<file path="src/rtl/qkp_pkg.sv">
`timescale 1ns / 1ps
// ----------------------------------------------------------------------------
// qkp_pkg
// Shared types, register indexes and phase tables for the quadrature knob
// position decoder.
// ----------------------------------------------------------------------------
package qkp_pkg;

  // Default width of the signed position counter
  localparam int CountWidthDefault = 16;

  // Width of the configured limits and of the reported position
  localparam int LimitWidth = 16;

  // Register reset values
  localparam logic signed [LimitWidth-1:0] LowerReset = 16'sd0;
  localparam logic signed [LimitWidth-1:0] UpperReset = 16'sd16;
  localparam logic signed [LimitWidth-1:0] StartReset = 16'sd0;

  // Pending direction codes
  typedef enum logic [1:0] {
    DirNone = 2'd0,
    DirCw   = 2'd1,
    DirAcw  = 2'd2
  } dir_e;

  // Register indexes (byte address / 4)
  typedef enum logic [1:0] {
    RegLower = 2'd0,
    RegUpper = 2'd1,
    RegStart = 2'd2
  } reg_idx_e;

  // Limits plus a load strobe for the start position
  typedef struct packed {
    logic signed [LimitWidth-1:0] lower;
    logic signed [LimitWidth-1:0] upper;
    logic                         load;
  } cfg_t;

  // Phase is {B, A}; clockwise runs 00, 01, 11, 10, 00
  function automatic logic [1:0] cw_next(logic [1:0] phase);
    logic [1:0] nxt;
    unique case (phase)
      2'b00:   nxt = 2'b01;
      2'b01:   nxt = 2'b11;
      2'b11:   nxt = 2'b10;
      default: nxt = 2'b00;
    endcase
    return nxt;
  endfunction

  function automatic logic [1:0] acw_next(logic [1:0] phase);
    logic [1:0] nxt;
    unique case (phase)
      2'b00:   nxt = 2'b10;
      2'b10:   nxt = 2'b11;
      2'b11:   nxt = 2'b01;
      default: nxt = 2'b00;
    endcase
    return nxt;
  endfunction

endpackage

</file>
<file path="src/rtl/qkp_cfg.sv">
`timescale 1ns / 1ps
// ----------------------------------------------------------------------------
// qkp_cfg
// APB register file: lower limit, upper limit and start position. A start
// position write also hands a saturated load value to the counter.
// ----------------------------------------------------------------------------
module qkp_cfg #(
  parameter int CountWidth = qkp_pkg::CountWidthDefault
) (
  input  logic                  clk_i,
  input  logic                  rst_ni,
  input  logic                  psel,
  input  logic                  penable,
  input  logic                  pwrite,
  input  logic [3:0]            paddr,
  input  logic [31:0]           pwdata,
  output logic [31:0]           prdata,
  output qkp_pkg::cfg_t         cfg_o,
  output logic [CountWidth-1:0] load_value_o
);

  localparam int LW    = qkp_pkg::LimitWidth;
  localparam int CalcW = ((CountWidth > LW) ? CountWidth : LW) + 2;
  localparam logic signed [CalcW-1:0] CntMax =
    {{(CalcW-CountWidth+1){1'b0}}, {(CountWidth-1){1'b1}}};
  localparam logic signed [CalcW-1:0] CntMin = ~CntMax;

  logic signed [LW-1:0] lower_q, upper_q, start_q;
  logic                 wr;
  logic [1:0]           idx;
  logic signed [LW-1:0] wdata;
  logic signed [CalcW-1:0] start_ext;
  logic signed [CalcW-1:0] start_fit;

  assign idx   = paddr[3:2];
  assign wr    = psel & penable & pwrite;
  assign wdata = pwdata[LW-1:0];

  // register writes
  always_ff @(posedge clk_i or negedge rst_ni) begin
    if (!rst_ni) begin
      lower_q <= qkp_pkg::LowerReset;
      upper_q <= qkp_pkg::UpperReset;
      start_q <= qkp_pkg::StartReset;
    end else if (wr) begin
      unique case (idx)
        qkp_pkg::RegLower: lower_q <= wdata;
        qkp_pkg::RegUpper: upper_q <= wdata;
        qkp_pkg::RegStart: start_q <= wdata;
        default: ;
      endcase
    end
  end

  // read mux, sign extended
  always_comb begin
    unique case (idx)
      qkp_pkg::RegLower: prdata = {{(32-LW){lower_q[LW-1]}}, lower_q};
      qkp_pkg::RegUpper: prdata = {{(32-LW){upper_q[LW-1]}}, upper_q};
      qkp_pkg::RegStart: prdata = {{(32-LW){start_q[LW-1]}}, start_q};
      default:           prdata = '0;
    endcase
  end

  // start value saturated to the counter range
  always_comb begin
    start_ext = {{(CalcW-LW){wdata[LW-1]}}, wdata};
    if (start_ext < CntMin)      start_fit = CntMin;
    else if (start_ext > CntMax) start_fit = CntMax;
    else                         start_fit = start_ext;
  end

  assign load_value_o = start_fit[CountWidth-1:0];
  assign cfg_o.lower  = lower_q;
  assign cfg_o.upper  = upper_q;
  assign cfg_o.load   = wr && (idx == qkp_pkg::RegStart);

endmodule

</file>
<file path="src/rtl/qkp_step.sv">
`timescale 1ns / 1ps
// ----------------------------------------------------------------------------
// qkp_step
// Transition decode and clamped count update for one quadrature sample.
// ----------------------------------------------------------------------------
module qkp_step #(
  parameter int CountWidth = qkp_pkg::CountWidthDefault
) (
  input  logic [1:0]                    prev_i,
  input  logic [1:0]                    next_i,
  input  qkp_pkg::dir_e                 dir_i,
  input  logic signed [CountWidth-1:0]  count_i,
  input  qkp_pkg::cfg_t                 cfg_i,
  output qkp_pkg::dir_e                 dir_o,
  output logic signed [CountWidth-1:0]  count_o,
  output logic                          changed_o
);

  localparam int LW    = qkp_pkg::LimitWidth;
  localparam int CalcW = ((CountWidth > LW) ? CountWidth : LW) + 2;
  localparam logic signed [CalcW-1:0] CntMax =
    {{(CalcW-CountWidth+1){1'b0}}, {(CountWidth-1){1'b1}}};
  localparam logic signed [CalcW-1:0] CntMin = ~CntMax;

  logic                    full;
  logic                    inc, dec;
  logic signed [CalcW-1:0] c_base, c_step, c_lo, c_hi, lo_ext, hi_ext;

  assign changed_o = (prev_i != next_i);
  assign full      = (next_i[0] == next_i[1]);
  assign lo_ext    = {{(CalcW-LW){cfg_i.lower[LW-1]}}, cfg_i.lower};
  assign hi_ext    = {{(CalcW-LW){cfg_i.upper[LW-1]}}, cfg_i.upper};
  assign c_base    = {{(CalcW-CountWidth){count_i[CountWidth-1]}}, count_i};

  // direction tracking
  always_comb begin
    inc   = 1'b0;
    dec   = 1'b0;
    dir_o = dir_i;
    if (changed_o) begin
      priority if (next_i == qkp_pkg::cw_next(prev_i)) begin
        priority if (dir_i == qkp_pkg::DirCw && full) inc = 1'b1;
        else if (dir_i == qkp_pkg::DirAcw)              dir_o = qkp_pkg::DirNone;
        else                                            dir_o = qkp_pkg::DirCw;
      end else if (next_i == qkp_pkg::acw_next(prev_i)) begin
        priority if (dir_i == qkp_pkg::DirAcw && full) dec = 1'b1;
        else if (dir_i == qkp_pkg::DirCw)                dir_o = qkp_pkg::DirNone;
        else                                             dir_o = qkp_pkg::DirAcw;
      end else begin
        // skipped phase: move in the armed direction on a full step
        inc = full && (dir_i == qkp_pkg::DirCw);
        dec = full && (dir_i == qkp_pkg::DirAcw);
      end
    end
  end

  // step, clamp lower then upper, then fit the counter range
  always_comb begin
    c_step = c_base;
    if (inc)      c_step = c_base + CalcW'(1);
    else if (dec) c_step = c_base - CalcW'(1);
    c_lo = (c_step < lo_ext) ? lo_ext : c_step;
    c_hi = (c_lo > hi_ext) ? hi_ext : c_lo;
    if (!changed_o)        count_o = count_i;
    else if (c_hi < CntMin) count_o = CntMin[CountWidth-1:0];
    else if (c_hi > CntMax) count_o = CntMax[CountWidth-1:0];
    else                    count_o = c_hi[CountWidth-1:0];
  end

endmodule

</file>
<file path="src/rtl/quadrature_knob_position.sv">
`timescale 1ns / 1ps
// ----------------------------------------------------------------------------
// quadrature_knob_position
// Quadrature decoder for a rotary knob: one sample of lines A/B per request,
// one result per request with the clamped position and the armed direction.
// ----------------------------------------------------------------------------
//  Channel  Dir  Handshake           Payload
//  s_axis   in   tvalid/tready       tdata[0] line_a, [1] line_b
//  m_axis   out  tvalid/tready       tdata[15:0] position, [17:16] armed_direction
//  apb      in   psel/penable/pready lower_limit 0x0, upper_limit 0x4, start 0x8
//
//  One request per cycle sustained while m_axis accepts; a sample passes the sample register,
//  then the result register. Decode and state update are combinational
//  in qkp_step between those registers.
//  Reset: registers to 0 / 16 / 0, count 0, last sample 00, direction none.
//  A stalled m_axis holds its result; the sample register still fills, so
//  s_axis_tready_o drops only when both registers are full and stalled.
// ----------------------------------------------------------------------------
module quadrature_knob_position #(
  parameter int CountWidth = qkp_pkg::CountWidthDefault
) (
  input  logic        clk_i,
  input  logic        rst_ni,
  // sample stream
  input  logic        s_axis_tvalid_i,
  output logic        s_axis_tready_o,
  input  logic [7:0]  s_axis_tdata_i,   // [0] line_a, [1] line_b
  // result stream
  output logic        m_axis_tvalid_o,
  input  logic        m_axis_tready_i,
  output logic [23:0] m_axis_tdata_o,   // [15:0] position, [17:16] armed_direction
  // configuration
  input  logic        psel,
  input  logic        penable,
  input  logic        pwrite,
  input  logic [3:0]  paddr,
  input  logic [31:0] pwdata,
  output logic [31:0] prdata,
  output logic        pready
);

  localparam int LW    = qkp_pkg::LimitWidth;
  localparam int CalcW = ((CountWidth > LW) ? CountWidth : LW) + 2;

  qkp_pkg::cfg_t                cfg;
  logic [CountWidth-1:0]        load_value;

  logic                         s1_valid_q;
  logic [1:0]                   s1_line_q;
  logic [1:0]                   last_q;
  qkp_pkg::dir_e                dir_q, dir_d;
  logic signed [CountWidth-1:0] count_q, count_d;
  logic                         changed;
  logic                         out_valid_q;
  logic [23:0]                  out_data_q;
  logic                         adv;
  logic [CalcW-1:0]             cnt_ext;

  assign pready = 1'b1;

  qkp_cfg #(.CountWidth(CountWidth)) u_cfg (
    .clk_i        (clk_i),
    .rst_ni       (rst_ni),
    .psel         (psel),
    .penable      (penable),
    .pwrite       (pwrite),
    .paddr        (paddr),
    .pwdata       (pwdata),
    .prdata       (prdata),
    .cfg_o        (cfg),
    .load_value_o (load_value)
  );

  qkp_step #(.CountWidth(CountWidth)) u_step (
    .prev_i    (last_q),
    .next_i    ({s1_line_q[1], s1_line_q[0]}),
    .dir_i     (dir_q),
    .count_i   (count_q),
    .cfg_i     (cfg),
    .dir_o     (dir_d),
    .count_o   (count_d),
    .changed_o (changed)
  );

  // pipeline flow control
  assign adv             = s1_valid_q && (!out_valid_q || m_axis_tready_i);
  assign s_axis_tready_o = !s1_valid_q || adv;

  // sample register
  always_ff @(posedge clk_i or negedge rst_ni) begin
    if (!rst_ni) begin
      s1_valid_q <= 1'b0;
    end else if (s_axis_tready_o) begin
      s1_valid_q <= s_axis_tvalid_i;
    end
  end

  always_ff @(posedge clk_i) begin
    if (s_axis_tready_o && s_axis_tvalid_i) begin
      s1_line_q <= {s_axis_tdata_i[1], s_axis_tdata_i[0]};
    end
  end

  // decoder state; a start write loads the count
  always_ff @(posedge clk_i or negedge rst_ni) begin
    if (!rst_ni) begin
      last_q  <= 2'b00;
      dir_q   <= qkp_pkg::DirNone;
      count_q <= '0;
    end else begin
      if (adv) begin
        last_q <= s1_line_q;
        dir_q  <= dir_d;
      end
      if (cfg.load)  count_q <= load_value;
      else if (adv)  count_q <= count_d;
    end
  end

  // result register
  assign cnt_ext = {{(CalcW-CountWidth){count_d[CountWidth-1]}}, count_d};

  always_ff @(posedge clk_i or negedge rst_ni) begin
    if (!rst_ni) begin
      out_valid_q <= 1'b0;
    end else if (adv) begin
      out_valid_q <= 1'b1;
    end else if (m_axis_tready_i) begin
      out_valid_q <= 1'b0;
    end
  end

  always_ff @(posedge clk_i) begin
    if (adv) begin
      out_data_q <= {6'b0, dir_d, cnt_ext[LW-1:0]};
    end
  end

  assign m_axis_tvalid_o = out_valid_q;
  assign m_axis_tdata_o  = out_data_q;

  // an unchanged sample leaves the count alone
  a_hold_count : assert property (@(posedge clk_i) disable iff (!rst_ni)
    adv && !changed && !cfg.load |=> $stable(count_q))
    else $error("count moved on an unchanged sample");

  // after a changed sample the result lies within ordered limits
  a_in_limits : assert property (@(posedge clk_i) disable iff (!rst_ni)
    adv && changed && (cfg.lower <= cfg.upper) && (CountWidth >= LW) |=>
      ($signed(m_axis_tdata_o[15:0]) >= $past(cfg.lower)) &&
      ($signed(m_axis_tdata_o[15:0]) <= $past(cfg.upper)))
    else $error("position outside the limits");

  // input stalls only when both registers are full and output is stalled
  a_ready : assert property (@(posedge clk_i) disable iff (!rst_ni)
    !s_axis_tready_o |-> s1_valid_q && out_valid_q && !m_axis_tready_i)
    else $error("input stalled without backpressure");

endmodule
</file>
<file path="config.mk">
export PLATFORM = sky130hd
export DESIGN_NAME = quadrature_knob_position
export DESIGN_NICKNAME = d
export VERILOG_FILES = /design/src/rtl/qkp_pkg.sv /design/src/rtl/qkp_cfg.sv /design/src/rtl/qkp_step.sv /design/src/rtl/quadrature_knob_position.sv
export SDC_FILE = /design/constraint.sdc
export NUM_CORES = 1
export LEC_CHECK = 0
export BUFFER_PORTS_ARGS = -buffer_cell sky130_fd_sc_hd__buf_2
export CORE_MARGIN = 1.5
export CORE_UTILIZATION = 60
export DETAILED_ROUTE_END_ITERATION = 8
export PLACE_DENSITY = 0.81
export SYNTH_ARGS = -nofsm -noshare
export SYNTH_HDL_FRONTEND = slang
export SYNTH_SLANG_ARGS = --single-unit
</file>
<file path="constraint.sdc">
create_clock -name clk_i -period 14.2 [get_ports clk_i]
set_clock_uncertainty 0.2 [all_clocks]
set_input_delay 0.71 -clock clk_i [delete_from_list [all_inputs] [get_ports clk_i]]
set_output_delay 0.71 -clock clk_i [all_outputs]
set_load 0.02 [all_outputs]
</file>
==> results.yml <==
timing:
  relSlewSlack: 0.2778
  period_share: 0.5672
  setup_viol: 0
  layout_min_cycle_time_ns: 8.054
  fin_setup_tns_ns: 0
  hold_violations: 0
  fmax_mhz: 124.2
  finalMaxSlewViolations: 0
  worstMarginPinSlew_ns: 1.072
  rsz0062_at_grt: "no"
clock_tree:
  cts.clk_slew.worst_paths_ns: 0.09
  clock_path_buffers: 2
  clock-sinks: 90
  cts_buffers: 9
  ctsResizeCount: 0
  root_buffer: "clkbuf_8"
  h-tree-depth: 3
  cts_setup_buffers: 0
  cts_tree: "yes"
  hold_buffers: 0
  clk_latency_ns: 0.39
synthesis:
  synthArstFlopShare: 0.7778
  synth_area_leaders: "dfrtp_1 (27%), edfxtp_1 (9.4%), nand2_1 (8.1%)"
  yosysTopAreaCell: "dfrtp_1"
  yosys_warnings: 0
  synth_flop_cell: "dfrtp_1"
  ys_seq_area_frac: 0.3703
  syn_inst: 739
  ys_types: 68
  synth-seq-cells: 90
  synth-edff-count: 20
  avgSynthCellArea_um2: 8.601
  syn-cell-area_um2: 6356
  yosysTopAreaCellShare: 0.2717
route:
  dr.pass1.iters: 5
  drc: 0
  route.antenna.remaining_nets: 0
  drt-initial-drc-count: 263
  routed_via_density: 6.007
  wl_per_cell_um: 17.81
  vias: 5526
  routed_wl_um: 16380
grt:
  grt_pass1_vias: 5511
  gr-total-overflow: 0
  grt_max_degree: 71
  grt_usage: 0.3097
  antenna_found_initial: 0
  grt_pass1_wl_um: 26880
worst_setup_path:
  cp.buffers_inverters: 0
  endpoint_kind: "flip-flop"
  crit_type: "reg -> reg"
  crit_family: "compound AO/OA/AOI/OAI gates"
  rr_startpoint: "s1_line_q[0]"
  cp.arrival_ns: 8.16
  slowest_delay_ns: 0.73
  cp_slowest_cell: "o21ai_2"
  r2r-end: "count_q[4]"
  crit_end: "count_q[4]"
  path_cells: "or3b_1 > a211oi_2 > a22oi_1 > xnor2_1 > ha_1 > and3_1 > a221o_1 > a221oi_1 > nand2_1 > o21ai_2 > mux2_2 > ha_1 > a21o_1 > a2111oi_0 > o21a_1 > nand3_1 > nand2_1 > nor2_1 > o21ai_4 > nand3_1 > a31oi_1"
  startpoint_type: "flip-flop"
  crit_fanout: 28
  cp.required_ns: 14.30
  r2r_cells: 21
  r2r_setup_slack_ns: 6.15
  worstSetupPathDepth: 21
  startpoint: "s1_line_q[0]"
floorplanning:
  die_area_um2: 11220
  die_w_um: 105.9
  num_rows: 37
  pin_count: 110
  start_util: 0.6157
  chipHeight_um: 105.9
  core_um2: 10320
final_layout:
  drive_above_1_share: 0.2054
  final_common_cell: "nand2_1"
  fin_nets: 866
  syn_to_final_growth_pct: 8.032
  most-common-layout-cells: "nand2_1 (138), buf_2 (78), dfrtp_1 (69)"
  finalInstanceArea_um2: 6867
  nFillCells: 875
  final_cells: 920
  n_antenna_cell: 0
place:
  post_dp_cell_area_um2: 6659
  io_buffers: 78
  place_hpwl_um: 12050
  placed_cells: 905
  place_congestion: 0.9717
power_and_ir_drop:
  p_comb_frac: 0.610
  power_density_nw_per_um2: 248.9
  peakVddDrop_v: 0.0001409
  internal_power_mw: 0.9077
  leakage_nw: 3.164
  switching_share: 0.4688
  p_seq_frac: 0.276
  switchingPower_mw: 0.8011
  clkPwrFrac: 0.114
flow_run:
  drv_cap: 0
hold_path:
  hold_class: "reg -> reg"
outcome:
  outcome: "completed"
## cells by family after synthesis
group / synth area share
AOI/OAI and AO/OA: 0.1632
xor gates and xnor gates: 0.03051
adders and majority gates: 0.06890
buffers and inverters: 0.07697
DFF: 0.3703
muxes: 0.08327
other: 0.001182
and+or+nand+nor: 0.2057
## cells in the mapped netlist (all sizes together), types with 4 or more instances
| cell | number |
|---|---|
| a21o | 7 |
| a21oi | 40 |
| a31oi | 21 |
| buf | 33 |
| clkbuf | 28 |
| dfrtp | 69 |
| edfxtp | 20 |
| ha | 35 |
| inv | 37 |
| mux2 | 31 |
| mux2i | 18 |
| nand2 | 138 |
| nand2b | 18 |
| nand3 | 26 |
| nand4 | 8 |
| nor2 | 57 |
| nor3 | 5 |
| o211a | 4 |
| o211ai | 4 |
| o21ai | 54 |
| o41ai | 4 |
| or2 | 5 |
| or3 | 5 |
| xnor2 | 12 |
| xor2 | 8 |
## sequential cells by signal (all words and copies together), names as in the netlist, 2 cells and up
| register | cells |
|---|---|
| m_axis_tdata_o | 18 |
| count_q | 16 |
| u_cfg.lower_q | 16 |
| u_cfg.start_q | 16 |
| u_cfg.upper_q | 16 |
| dir_q | 2 |
| last_q | 2 |
| s1_line_q | 2 |
## cell type report
class	instances	area, µm²	share of cell area
tap	136	170.2	0.02478
clock buffer	10	127.6	0.01859
clock inverter	5	80.08	0.01166
timing repair buffer	86	450.4	0.06560
sequential	90	2354	0.3427
inverter	38	142.6	0.02077
multi-input combinational	555	3542	0.5159
## worst min-delay path by stage
| stage | from | endpoint | slack (ns) | depth (start not counted) |
|---|---|---|---|---|
| global placement | u_cfg.start_q[2] | u_cfg.start_q[2] | 0.26 | 2 |
| CTS | u_cfg.start_q[9] | u_cfg.start_q[9] | 0.29 | 2 |
| detailed placement | u_cfg.start_q[9] | u_cfg.start_q[9] | 0.26 | 2 |
| floorplan | rst_ni | count_q[0] | 0.21 | 0 |
| finish | u_cfg.start_q[6] | u_cfg.start_q[6] | 0.29 | 2 |
| global route | s_axis_tdata_i[0] | s1_line_q[0] | 0.28 | 1 |
## routing by layer
metal / vias up / GRT usage / wire length (µm)
li1: 2618 / - / -
met1: 2675 / 0.3654 / 6565
met4: 0 / 0.1651 / 729
met3: 55 / 0.05947 / 851
met2: 178 / 0.5343 / 8235
met5: - / 0 / 0
## metrics by stage
| step | hold WS (ns) | util | power [mW] | setup WS (ns) |
|---|---|---|---|---|
| floorplan | 0.2144 | - | 1.277 | 7.996 |
| global placement | 0.2585 | 0.6450 | 1.468 | 6.348 |
| detailed placement | 0.2639 | 0.6450 | 1.509 | 6.218 |
| CTS | 0.2853 | 0.6651 | 1.707 | 6.186 |
| global route | 0.2832 | 0.6651 | 1.842 | 5.594 |
| finish | 0.2882 | 0.6651 | 1.709 | 6.146 |
## power by group through the flow
stage | sequential (mW) | clock (mW) | combinational (mW)
floorplan | 0.465 | 0 | 0.811
global placement | 0.465 | 0 | 1.00
detailed placement | 0.473 | 0 | 1.04
CTS | 0.469 | 0.196 | 1.04
global route | 0.482 | 0.206 | 1.15
finish | 0.471 | 0.195 | 1.04
## tightest hold or removal path: stages (launching register included)
cell	delay [ns]
dfrtp_1	0.35
nand2_1	0.05
nand2_1	0.06
No activity file was read; power rests on OpenSTA's default activity.
